<file path="config.mk">
export PLATFORM = sky130hd
export DESIGN_NAME = text_word_statistics_flat
export DESIGN_NICKNAME = d
export VERILOG_FILES = /design/src/rtl/twst_pkg.sv /design/src/rtl/twst_in_if.sv /design/src/rtl/twst_out_if.sv /design/src/rtl/twst_ram.sv /design/src/rtl/twst_ctrl.sv /design/src/rtl/twst_dp.sv /design/src/rtl/text_word_statistics.sv /design/src/flat_wrapper.sv
export SDC_FILE = /design/constraint.sdc
export NUM_CORES = 2
export LEC_CHECK = 0
export CAP_MARGIN = 20
export CORE_MARGIN = 3
export CORE_UTILIZATION = 30
export CTS_CLUSTER_DIAMETER = 40
export DETAILED_ROUTE_END_ITERATION = 7
export DONT_BUFFER_PORTS = 1
export GPL_TIMING_DRIVEN = 1
export SLEW_MARGIN = 20
export SYNTH_ARGS = -nofsm -noshare
export SYNTH_HDL_FRONTEND = slang
export SYNTH_SLANG_ARGS = --single-unit
export TNS_END_PERCENT = 100
</file>
<file path="constraint.sdc">
create_clock -name clk -period 5.6 [get_ports clk]
set_clock_uncertainty 0.2 [all_clocks]
set_input_delay 0.28 -clock clk [delete_from_list [all_inputs] [get_ports clk]]
set_output_delay 0.28 -clock clk [all_outputs]
set_load 0.03 [all_outputs]
</file>
<file path="src/rtl/twst_pkg.sv">
// Package for the text word statistics block: constants, codes and control structs.
package twst_pkg;

  localparam int MAX_WORD_LEN_DEF = 20;
  localparam int LETTER_BINS      = 26;
  localparam int DIGIT_BINS       = 10;

  // Byte codes that the decoder tests against.
  localparam logic [7:0] CH_TAB      = 8'd9;
  localparam logic [7:0] CH_NL       = 8'd10;
  localparam logic [7:0] CH_SPACE    = 8'd32;
  localparam logic [7:0] PUNCT_A_LO  = 8'd33;
  localparam logic [7:0] PUNCT_A_HI  = 8'd47;
  localparam logic [7:0] DIGIT_LO    = 8'd48;
  localparam logic [7:0] DIGIT_HI    = 8'd57;
  localparam logic [7:0] PUNCT_B_LO  = 8'd58;
  localparam logic [7:0] PUNCT_B_HI  = 8'd64;
  localparam logic [7:0] UPPER_LO    = 8'd65;
  localparam logic [7:0] UPPER_HI    = 8'd90;
  localparam logic [7:0] LOWER_LO    = 8'd97;
  localparam logic [7:0] LOWER_HI    = 8'd122;

  // Result kinds.
  localparam logic [2:0] KIND_LENGTH   = 3'd0;
  localparam logic [2:0] KIND_OVERFLOW = 3'd1;
  localparam logic [2:0] KIND_LETTER   = 3'd2;
  localparam logic [2:0] KIND_DIGIT    = 3'd3;
  localparam logic [2:0] KIND_TOTAL    = 3'd4;

  // Commands from the controller to the datapath.
  typedef struct packed {
    logic accept;     // an input item is taken this cycle
    logic upd_wr;     // write the incremented counter back
    logic dump_sel;   // counter memory is addressed by the dump pointer
    logic dump_load;  // load the output register from the memory
    logic tot_load;   // load the word total and clear all counters
  } cmd_t;

  // Status from the datapath to the controller.
  typedef struct packed {
    logic eot;        // the offered item is an end of text
    logic inc_req;    // the offered item needs a counter increment
    logic last_ptr;   // the dump pointer is at the last memory entry
    logic out_free;   // the output register can take a result this cycle
  } sts_t;

endpackage

</file>
<file path="src/rtl/twst_in_if.sv">
// Input channel interface: one text byte or end-of-text marker per item.
interface twst_in_if;
  logic       valid;
  logic       ready;
  logic [7:0] text_byte;
  logic       end_of_text;

  modport source (output valid, output text_byte, output end_of_text, input ready);
  modport sink (input valid, input text_byte, input end_of_text, output ready);
endinterface

</file>
<file path="src/rtl/twst_out_if.sv">
// Result channel interface: one counter of the dump per item.
interface twst_out_if;
  logic        valid;
  logic        ready;
  logic [2:0]  bin_kind;
  logic [4:0]  bin_index;
  logic [31:0] bin_count;
  logic        last_of_dump;

  modport source (output valid, output bin_kind, output bin_index, output bin_count,
                  output last_of_dump, input ready);
  modport sink (input valid, input bin_kind, input bin_index, input bin_count,
                input last_of_dump, output ready);
endinterface

</file>
<file path="src/rtl/twst_ram.sv">
// Generic single-write, single-read RAM with registered read data.
module twst_ram #(
  parameter int WIDTH = 32,
  parameter int DEPTH = 58
) (
  input  logic                     clk,
  input  logic                     we,
  input  logic [$clog2(DEPTH)-1:0] waddr,
  input  logic [WIDTH-1:0]         wdata,
  input  logic [$clog2(DEPTH)-1:0] raddr,
  output logic [WIDTH-1:0]         rdata
);

  logic [WIDTH-1:0] mem [DEPTH];

  always_ff @(posedge clk) begin
    if (we) begin
      mem[waddr] <= wdata;
    end
    rdata <= mem[raddr];
  end

endmodule

</file>
<file path="src/rtl/twst_ctrl.sv">
// Controller state machine: sequences counter updates and the end-of-text dump.
module twst_ctrl (
  input  logic           clk,
  input  logic           rst_n,
  input  logic           in_valid,
  output logic           in_ready,
  input  twst_pkg::sts_t sts,
  output twst_pkg::cmd_t cmd
);

  localparam logic [2:0] S_IDLE = 3'd0;
  localparam logic [2:0] S_UPD  = 3'd1;
  localparam logic [2:0] S_DRD  = 3'd2;
  localparam logic [2:0] S_DOUT = 3'd3;
  localparam logic [2:0] S_DTOT = 3'd4;

  logic [2:0] state_r, state_nxt;
  logic       eot_pend_r, eot_pend_nxt;

  always_comb begin
    state_nxt    = state_r;
    eot_pend_nxt = eot_pend_r;
    in_ready     = 1'b0;
    cmd          = '0;
    unique case (state_r)
      S_IDLE: begin
        in_ready   = 1'b1;
        cmd.accept = in_valid;
        if (in_valid) begin
          eot_pend_nxt = sts.eot;
          if (sts.inc_req) begin
            state_nxt = S_UPD;
          end else if (sts.eot) begin
            state_nxt = S_DRD;
          end
        end
      end
      S_UPD: begin
        cmd.upd_wr = 1'b1;
        state_nxt  = eot_pend_r ? S_DRD : S_IDLE;
      end
      S_DRD: begin
        cmd.dump_sel = 1'b1;
        state_nxt    = S_DOUT;
      end
      S_DOUT: begin
        cmd.dump_sel = 1'b1;
        if (sts.out_free) begin
          cmd.dump_load = 1'b1;
          state_nxt     = sts.last_ptr ? S_DTOT : S_DRD;
        end
      end
      S_DTOT: begin
        if (sts.out_free) begin
          cmd.tot_load = 1'b1;
          eot_pend_nxt = 1'b0;
          state_nxt    = S_IDLE;
        end
      end
      default: begin
        state_nxt = S_IDLE;
      end
    endcase
  end

  always_ff @(posedge clk) begin
    if (!rst_n) begin
      state_r    <= S_IDLE;
      eot_pend_r <= 1'b0;
    end else begin
      state_r    <= state_nxt;
      eot_pend_r <= eot_pend_nxt;
    end
  end

endmodule

</file>
<file path="src/rtl/twst_dp.sv">
// Datapath: byte decoder, word state, counter memory and output register.
module twst_dp #(
  parameter int MAX_WORD_LEN = twst_pkg::MAX_WORD_LEN_DEF
) (
  input  logic           clk,
  input  logic           rst_n,
  input  logic           cfg_wr_en,
  input  logic           cfg_wr_data,
  input  logic [7:0]     in_text_byte,
  input  logic           in_end_of_text,
  input  logic           out_ready,
  output logic           out_valid,
  output logic [2:0]     out_bin_kind,
  output logic [4:0]     out_bin_index,
  output logic [31:0]    out_bin_count,
  output logic           out_last_of_dump,
  input  twst_pkg::cmd_t cmd,
  output twst_pkg::sts_t sts
);

  // Memory layout follows dump order: length bins, overflow, letters, digits.
  localparam int OVF_ADDR = MAX_WORD_LEN;
  localparam int LET_BASE = MAX_WORD_LEN + 1;
  localparam int DIG_BASE = LET_BASE + twst_pkg::LETTER_BINS;
  localparam int DEPTH    = DIG_BASE + twst_pkg::DIGIT_BINS;
  localparam int AW       = $clog2(DEPTH);
  localparam int LW       = $clog2(MAX_WORD_LEN + 2);

  logic          skip_r;
  logic [LW-1:0] open_len_r;
  logic [31:0]   word_total_r;
  logic [DEPTH-1:0] valid_r;
  logic          rd_valid_r;
  logic [AW-1:0] upd_addr_r;
  logic [AW-1:0] ptr_r;
  logic          out_valid_r;
  logic [2:0]    kind_r;
  logic [4:0]    index_r;
  logic [31:0]   count_r;
  logic          last_r;

  logic [AW-1:0] dec_addr;
  logic [AW-1:0] rd_addr;
  logic          inc_req, flush, grow, start_word;
  logic          is_ws, is_punct, is_digit, is_upper, is_lower;
  logic [31:0]   rd_data, cur_count, wr_count;
  logic [2:0]    dump_kind;
  logic [4:0]    dump_index;

  always_comb begin
    is_ws    = (in_text_byte == twst_pkg::CH_SPACE) || (in_text_byte == twst_pkg::CH_TAB)
               || (in_text_byte == twst_pkg::CH_NL);
    is_punct = (in_text_byte >= twst_pkg::PUNCT_A_LO && in_text_byte <= twst_pkg::PUNCT_A_HI)
               || (in_text_byte >= twst_pkg::PUNCT_B_LO && in_text_byte <= twst_pkg::PUNCT_B_HI);
    is_digit = in_text_byte >= twst_pkg::DIGIT_LO && in_text_byte <= twst_pkg::DIGIT_HI;
    is_upper = in_text_byte >= twst_pkg::UPPER_LO && in_text_byte <= twst_pkg::UPPER_HI;
    is_lower = in_text_byte >= twst_pkg::LOWER_LO && in_text_byte <= twst_pkg::LOWER_HI;

    inc_req    = 1'b0;
    flush      = 1'b0;
    grow       = 1'b0;
    start_word = 1'b0;
    dec_addr   = '0;
    if (in_end_of_text || is_ws) begin
      // Close the open word into its length bin or the overflow bin.
      flush   = 1'b1;
      inc_req = (open_len_r != '0);
      if (open_len_r <= LW'(MAX_WORD_LEN)) begin
        dec_addr = AW'(open_len_r - 1'b1);
      end else begin
        dec_addr = AW'(OVF_ADDR);
      end
    end else if (skip_r && is_punct) begin
      inc_req = 1'b0;
    end else if (skip_r && is_digit) begin
      inc_req  = 1'b1;
      dec_addr = AW'(DIG_BASE) + AW'(in_text_byte - twst_pkg::DIGIT_LO);
    end else begin
      grow = 1'b1;
      if (open_len_r == '0) begin
        start_word = 1'b1;
        if (is_upper) begin
          inc_req  = 1'b1;
          dec_addr = AW'(LET_BASE) + AW'(in_text_byte - twst_pkg::UPPER_LO);
        end else if (is_lower) begin
          inc_req  = 1'b1;
          dec_addr = AW'(LET_BASE) + AW'(in_text_byte - twst_pkg::LOWER_LO);
        end
      end
    end
  end

  assign rd_addr   = cmd.dump_sel ? ptr_r : dec_addr;
  assign cur_count = rd_valid_r ? rd_data : 32'd0;
  assign wr_count  = (&cur_count) ? cur_count : cur_count + 32'd1;

  twst_ram #(
    .WIDTH (32),
    .DEPTH (DEPTH)
  ) u_cnt_ram (
    .clk   (clk),
    .we    (cmd.upd_wr),
    .waddr (upd_addr_r),
    .wdata (wr_count),
    .raddr (rd_addr),
    .rdata (rd_data)
  );

  always_comb begin
    if (ptr_r < AW'(OVF_ADDR)) begin
      dump_kind  = twst_pkg::KIND_LENGTH;
      dump_index = 5'(ptr_r) + 5'd1;
    end else if (ptr_r == AW'(OVF_ADDR)) begin
      dump_kind  = twst_pkg::KIND_OVERFLOW;
      dump_index = 5'd0;
    end else if (ptr_r < AW'(DIG_BASE)) begin
      dump_kind  = twst_pkg::KIND_LETTER;
      dump_index = 5'(ptr_r - AW'(LET_BASE));
    end else begin
      dump_kind  = twst_pkg::KIND_DIGIT;
      dump_index = 5'(ptr_r - AW'(DIG_BASE));
    end
  end

  always_ff @(posedge clk) begin
    if (!rst_n) begin
      skip_r       <= 1'b0;
      open_len_r   <= '0;
      word_total_r <= '0;
      valid_r      <= '0;
      ptr_r        <= '0;
      out_valid_r  <= 1'b0;
    end else begin
      if (cfg_wr_en) begin
        skip_r <= cfg_wr_data;
      end
      if (cmd.accept) begin
        if (flush) begin
          open_len_r <= '0;
        end else if (grow && open_len_r <= LW'(MAX_WORD_LEN)) begin
          open_len_r <= open_len_r + 1'b1;
        end
        if (start_word && !(&word_total_r)) begin
          word_total_r <= word_total_r + 32'd1;
        end
      end
      if (cmd.upd_wr) begin
        valid_r[upd_addr_r] <= 1'b1;
      end
      if (cmd.dump_load) begin
        ptr_r <= ptr_r + 1'b1;
      end
      if (cmd.tot_load) begin
        word_total_r <= '0;
        open_len_r   <= '0;
        valid_r      <= '0;
        ptr_r        <= '0;
      end
      if (cmd.dump_load || cmd.tot_load) begin
        out_valid_r <= 1'b1;
      end else if (out_ready) begin
        out_valid_r <= 1'b0;
      end
    end
  end

  always_ff @(posedge clk) begin
    rd_valid_r <= valid_r[rd_addr];
    if (cmd.accept) begin
      upd_addr_r <= dec_addr;
    end
    if (cmd.dump_load) begin
      kind_r  <= dump_kind;
      index_r <= dump_index;
      count_r <= cur_count;
      last_r  <= 1'b0;
    end else if (cmd.tot_load) begin
      kind_r  <= twst_pkg::KIND_TOTAL;
      index_r <= 5'd0;
      count_r <= word_total_r;
      last_r  <= 1'b1;
    end
  end

  assign sts.eot      = in_end_of_text;
  assign sts.inc_req  = inc_req;
  assign sts.last_ptr = (ptr_r == AW'(DEPTH - 1));
  assign sts.out_free = !out_valid_r || out_ready;

  assign out_valid        = out_valid_r;
  assign out_bin_kind     = kind_r;
  assign out_bin_index    = index_r;
  assign out_bin_count    = count_r;
  assign out_last_of_dump = last_r;

endmodule

</file>
<file path="src/rtl/text_word_statistics.sv">
// Top level of the text word statistics block: word-length, letter and digit histogram.
//
// Usage: text arrives on in_item, one byte per item, with end_of_text low. Space, tab and
// newline close the word in progress; its length is counted in a bin for 1 to MAX_WORD_LEN
// or in the overflow bin. The first byte of a word counts the word and, if it is a letter,
// the letter of either case. cfg_wr_en with cfg_wr_data sets skip mode, which drops the
// punctuation bytes and counts digits on their own; write it only while the block is idle.
// A byte that changes no memory counter leaves the block ready for the next item; one
// that bumps a counter blocks the input during a write-back state, since the increment
// is a read-modify-write on the single write port of the counter memory. An item with
// end_of_text high closes the open word and then dumps MAX_WORD_LEN + 38 results on
// out_item, in order length bins, overflow, letters A to Z, digits 0 to 9 and finally
// the word total with last_of_dump set. The dump walks the counter memory one result at
// a time, in a read state that sets the address and then an output state that loads the
// registered read data. When out_item.ready is low the walk simply holds; the input stays
// blocked until the total has been loaded, after which all counters are cleared and new
// text is taken while the last result may still wait in the output register.
// Reset (rst_n low, synchronous) clears skip mode and marks every counter entry empty
// through per-entry valid flags, so no clearing pass is needed.
module text_word_statistics #(
  parameter int MAX_WORD_LEN = twst_pkg::MAX_WORD_LEN_DEF
) (
  input  logic             clk,
  input  logic             rst_n,
  input  logic             cfg_wr_en,
  input  logic             cfg_wr_data,
  twst_in_if.sink          in_item,
  twst_out_if.source       out_item
);

  twst_pkg::cmd_t cmd;
  twst_pkg::sts_t sts;
  logic           in_ready;

  // The controller decides when an item is taken and walks the dump.
  twst_ctrl u_ctrl (
    .clk      (clk),
    .rst_n    (rst_n),
    .in_valid (in_item.valid),
    .in_ready (in_ready),
    .sts      (sts),
    .cmd      (cmd)
  );

  // The datapath holds the counters, the open word and the output register.
  twst_dp #(
    .MAX_WORD_LEN (MAX_WORD_LEN)
  ) u_dp (
    .clk              (clk),
    .rst_n            (rst_n),
    .cfg_wr_en        (cfg_wr_en),
    .cfg_wr_data      (cfg_wr_data),
    .in_text_byte     (in_item.text_byte),
    .in_end_of_text   (in_item.end_of_text),
    .out_ready        (out_item.ready),
    .out_valid        (out_item.valid),
    .out_bin_kind     (out_item.bin_kind),
    .out_bin_index    (out_item.bin_index),
    .out_bin_count    (out_item.bin_count),
    .out_last_of_dump (out_item.last_of_dump),
    .cmd              (cmd),
    .sts              (sts)
  );

  assign in_item.ready = in_ready;

  // While the dump walks the memory, no new input item may be taken.
  a_no_accept_in_dump: assert property (@(posedge clk) disable iff (!rst_n)
    cmd.dump_sel |-> !in_item.ready)
    else $error("input taken during dump");

  // An end-of-text item always makes the block busy in the next cycle.
  a_eot_busy: assert property (@(posedge clk) disable iff (!rst_n)
    (in_item.valid && in_item.ready && in_item.end_of_text) |=> !in_item.ready)
    else $error("block ready right after end of text");

  // A counter write-back only follows an accepted item.
  a_upd_after_accept: assert property (@(posedge clk) disable iff (!rst_n)
    cmd.upd_wr |-> $past(in_item.valid && in_item.ready))
    else $error("counter update without an accepted item");

  // The last result of a dump is always the word total.
  a_last_is_total: assert property (@(posedge clk) disable iff (!rst_n)
    (out_item.valid && out_item.last_of_dump) |-> (out_item.bin_kind == twst_pkg::KIND_TOTAL))
    else $error("last result is not the word total");

endmodule

</file>
<file path="src/flat_wrapper.sv">
// flat-port wrapper written by rule: the top's interface ports become plain ports
module text_word_statistics_flat 
#(
  parameter int MAX_WORD_LEN = twst_pkg::MAX_WORD_LEN_DEF
)
  (clk, rst_n, cfg_wr_en, cfg_wr_data, in_item_valid, in_item_text_byte, in_item_end_of_text, in_item_ready, out_item_valid, out_item_bin_kind, out_item_bin_index, out_item_bin_count, out_item_last_of_dump, out_item_ready);
  twst_in_if in_item_i ();
  twst_out_if out_item_i ();
  input  logic clk;
  input  logic rst_n;
  input  logic cfg_wr_en;
  input  logic cfg_wr_data;
  input wire logic [$bits(in_item_i.valid)-1:0] in_item_valid;
  input wire logic [$bits(in_item_i.text_byte)-1:0] in_item_text_byte;
  input wire logic [$bits(in_item_i.end_of_text)-1:0] in_item_end_of_text;
  output wire logic [$bits(in_item_i.ready)-1:0] in_item_ready;
  output wire logic [$bits(out_item_i.valid)-1:0] out_item_valid;
  output wire logic [$bits(out_item_i.bin_kind)-1:0] out_item_bin_kind;
  output wire logic [$bits(out_item_i.bin_index)-1:0] out_item_bin_index;
  output wire logic [$bits(out_item_i.bin_count)-1:0] out_item_bin_count;
  output wire logic [$bits(out_item_i.last_of_dump)-1:0] out_item_last_of_dump;
  input wire logic [$bits(out_item_i.ready)-1:0] out_item_ready;
  assign in_item_i.valid = in_item_valid;
  assign in_item_i.text_byte = in_item_text_byte;
  assign in_item_i.end_of_text = in_item_end_of_text;
  assign in_item_ready = in_item_i.ready;
  assign out_item_valid = out_item_i.valid;
  assign out_item_bin_kind = out_item_i.bin_kind;
  assign out_item_bin_index = out_item_i.bin_index;
  assign out_item_bin_count = out_item_i.bin_count;
  assign out_item_last_of_dump = out_item_i.last_of_dump;
  assign out_item_i.ready = out_item_ready;
  text_word_statistics #(.MAX_WORD_LEN(MAX_WORD_LEN)) u_core (.clk(clk), .rst_n(rst_n), .cfg_wr_en(cfg_wr_en), .cfg_wr_data(cfg_wr_data), .in_item(in_item_i), .out_item(out_item_i));
endmodule
</file>
==> summary.txt <==
Cells and area
  • Fill count: 24800
  • Area Overhead vs Synth: 17.8%
  • # nets final: 5937
  • Most common cell after layout, fill and taps aside: edfxtp_1
  • Layout cells sized above 1: 0.141
  • Post-layout util: 0.357
  • Most frequent cells in the layout: 1870 x edfxtp_1, 1319 x nand2_1, 407 x nand3_1
  • Design area: 0.0942 mm2

Pwr
  • Leakage power: 31.4 nW
  • Power Density: 468 mW/mm2
  • Max IR drop VDD: 383 uV

Placed design
  • Placer congestion estimate: 0.936
  • Post-Place Cell Area: 0.0860 mm2
  • I/O Buffers: 0
  • Dpl hpwl: 142000 um

Synth
  • Average size of a mapped cell: 14.0 um2
  • Synth cell types: 85
  • Yosys Warn Count: 0
  • EDFF count, synth: 1870
  • Async SR Flop Fraction: 0
  • Syn_nets: 5752
  • Seq/Total Area, Yosys: 0.738
  • Synth Cell Area: 0.0799 mm2
  • Main flop type after synthesis: edfxtp_1
  • #FFs+latches synth: 2010
  • Post-Synthesis Cells: 5720

Floorplan
  • Initial Utilization: 0.303
  • Total die area: 0.273 mm2
  • Rows: 188
  • Die Span Y: 522 um
  • IO Pins: 58
  • Die X: 522 um
  • Core Area: 0.264 mm2

Worst hold path
  • Worst hold-check path type: primary input to flop

Job
  • Max_cap viols: 0

Route
  • DR pass1 iterations: 7
  • Avg Vias per Cell: 5.30
  • Overall routed net length: 238000 um
  • # DRC: 0
  • DR vias: 51000
  • Post-DR wirelength/cell: 24.7 um
  • Initial DRC count: 6638
  • ANT nets after route: 0

STA
  • RSZ-0062 raised after global routing: false
  • Max-slew violations: 0
  • Fin crit share: 0.926
  • Achievable frequency: 193 MHz
  • Final setup viols: 0
  • Minimum clock period: 5.18 ns
  • Setup TNS: 0 ns
  • Final hold violation count: 0
  • Rel. slew slack: 0.230
  • Slew @ Worst Pin: 1.15 ns

Outcome
  • Status: finished clean

Setup path
  • Crit Path Category: flop to flop
  • Critical path arrival: 5.79 ns
  • Crit. End Element: flop
  • Type of origin of the critical path: flop
  • Worst path required time: 6.20 ns
  • Crit path max fanout: 23

Clock network
  • Clk pin slew, worst setup/hold paths: 0.06 ns
  • CTS tree: done
  • Clock latency on the worst-skew pair: 0.85 ns
  • CTS max path bufs: 3
  • Post-CTS resize count: 0
  • Clk sink count: 2010
  • H-tree levels: 4
  • Post-CTS setup buffer count: 0
  • Clock root cell: clkbuf_16
  • Num CTS Buffers: 225

Global routing
  • Initial antenna violation count: 8
  • Vias in the first global route: 48500
  • Overflow after GRT: 0
  • First-pass GRT wire length: 342000 um
  • Tot GR Track Use: 0.169
  • Largest net degree at the start of global routing: 100
==> synth_stat cells, types with 10 or more instances <==
cell       number  share of area
a32oi_1        64         0.0070
o21ai_1        23         0.0014
a311oi_1       18         0.0020
o221ai_1       17         0.0019
nor2b_1        15         0.0012
xor2_1         31         0.0034
o21a_1         13         0.0012
o2111ai_1      50         0.0055
buf_2         125         0.0078
a211oi_1       25         0.0023
nor3_1         37         0.0023
nand2b_1       10        0.00078
a32o_1         11         0.0014
buf_1          28         0.0013
nor4_1         14         0.0011
a221oi_1       26         0.0028
edfxtp_1     1870           0.70
and3_1         49         0.0038
o211a_1        11         0.0014
o211ai_1       24         0.0023
nor2_1        272          0.013
mux2i_1       184          0.023
clkbuf_1      134         0.0063
xnor2_1        38         0.0042
mux4_2         59          0.017
and2_1         29         0.0023
ha_1           16         0.0025
nand4_1        56         0.0044
a21o_1         10        0.00094
o21ai_0        77         0.0048
a21oi_1       144         0.0090
nand2_1      1322          0.062
buf_4          34         0.0032
dfxtp_1       140          0.035
inv_1          23         0.0011
a211o_1        11         0.0012
a31oi_1        75         0.0059
mux2_2         38         0.0054
nand3_1       407          0.025
or3_1          13         0.0010
o22ai_1        31         0.0024
a22oi_1        36         0.0034
==> cell families after synthesis <==
family,count (synthesis),share of synthesized area
DFF,2010,0.738
buffers and inverters,353,0.0210
adders and majority gates,17,0.00276
AOI/OAI and AO/OA,712,0.0624
muxes,283,0.0453
xor gates and xnor gates,69,0.00756
and+or+nand+nor,2276,0.123
==> stage by stage <==
step | power, W | hold WS [ns] | std cells | setup WS [ns]
floorplan | 0.0243 | 0.216 | 5720 | 0.297
global placement | 0.0289 | 0.224 | 9158 | 0.272
detailed placement | 0.0290 | 0.231 | 9158 | 0.383
CTS | 0.0441 | 0.0183 | 9621 | 0.519
global route | 0.0455 | 0.0675 | 9623 | 0.359
finish | 0.0441 | 0.0928 | 9625 | 0.415
==> state kept, by name, summed over array words and instances, names as in the netlist, 3 cells and up <==
name / flops
u_core.u_dp.u_cnt_ram.mem: 1824
u_core.u_dp.valid_r: 57
u_core.u_dp.out_bin_count: 32
u_core.u_dp.u_cnt_ram.rdata: 32
u_core.u_dp.word_total_r: 32
u_core.u_dp.ptr_r: 6
u_core.u_dp.upd_addr_r: 6
u_core.u_dp.open_len_r: 5
u_core.u_dp.out_bin_index: 5
u_core.u_ctrl.state_r: 3
u_core.u_dp.out_bin_kind: 3
==> repair_timing <==
action / CTS / global route
endpoints found under the hold margin: 101 / 0
hold buffers: 33 / 0
endpoints found under the setup margin: 0 / 0
==> worst max-delay path, cell delays in order, from the launching register on <==
cell and delay, ns:
dfxtp_1 0.36, inv_1 0.14, ha_1 0.19, or4b_4 0.50
nor2b_1 0.21, and4_1 0.25, o221ai_1 0.48, nand2_4 0.60
nand2_1 0.67, buf_4 0.42, a31oi_1 0.16, nand2_1 0.06
o21ai_0 0.59, o211a_1 0.26
==> worst paths after layout <==
kind,start,to,slack [ns],cells past startpoint
worst max register to register,u_core.u_dp.open_len_r[0],u_core.u_dp.u_cnt_ram.rdata[29],0.42,13
worst min register to register,u_core.u_dp.valid_r[40],u_core.u_dp.valid_r[40],0.27,2
worst min-delay path,out_item_ready,u_core.u_ctrl.state_r[2],0.09,4
worst max-delay path,u_core.u_dp.open_len_r[0],u_core.u_dp.u_cnt_ram.rdata[29],0.42,13
==> power breakdown <==
part           switching [W]  leakage [nW]  internal [W]  total (W)
logic                0.00756          9.29       0.00306     0.0106
clock network        0.00637          3.75       0.00875     0.0151
registers           0.000436          18.4        0.0179     0.0183
==> area by class of cell <==
type	instances	area, um2	area share
Inverter	23	87.6	0.000930
Tap cell	3515	4400	0.0467
Multi-Input combinational cell	3357	20000	0.213
Timing Repair Buffer	288	2950	0.0313
Clock buffer	262	5900	0.0627
Sequential cell	2010	59000	0.626
Antenna cell	2	5.00	0.0000532
Clock inverter	168	1810	0.0192
==> per-layer routing <==
metal	wire (um)	track usage	vias up
li1	-	-	21900
met1	99700	0.240	26000
met2	104000	0.252	2646
met3	24500	0.0377	449
met4	9480	0.0671	0
met5	0	0	-
Note: power is estimated with default switching activity, not from simulation.
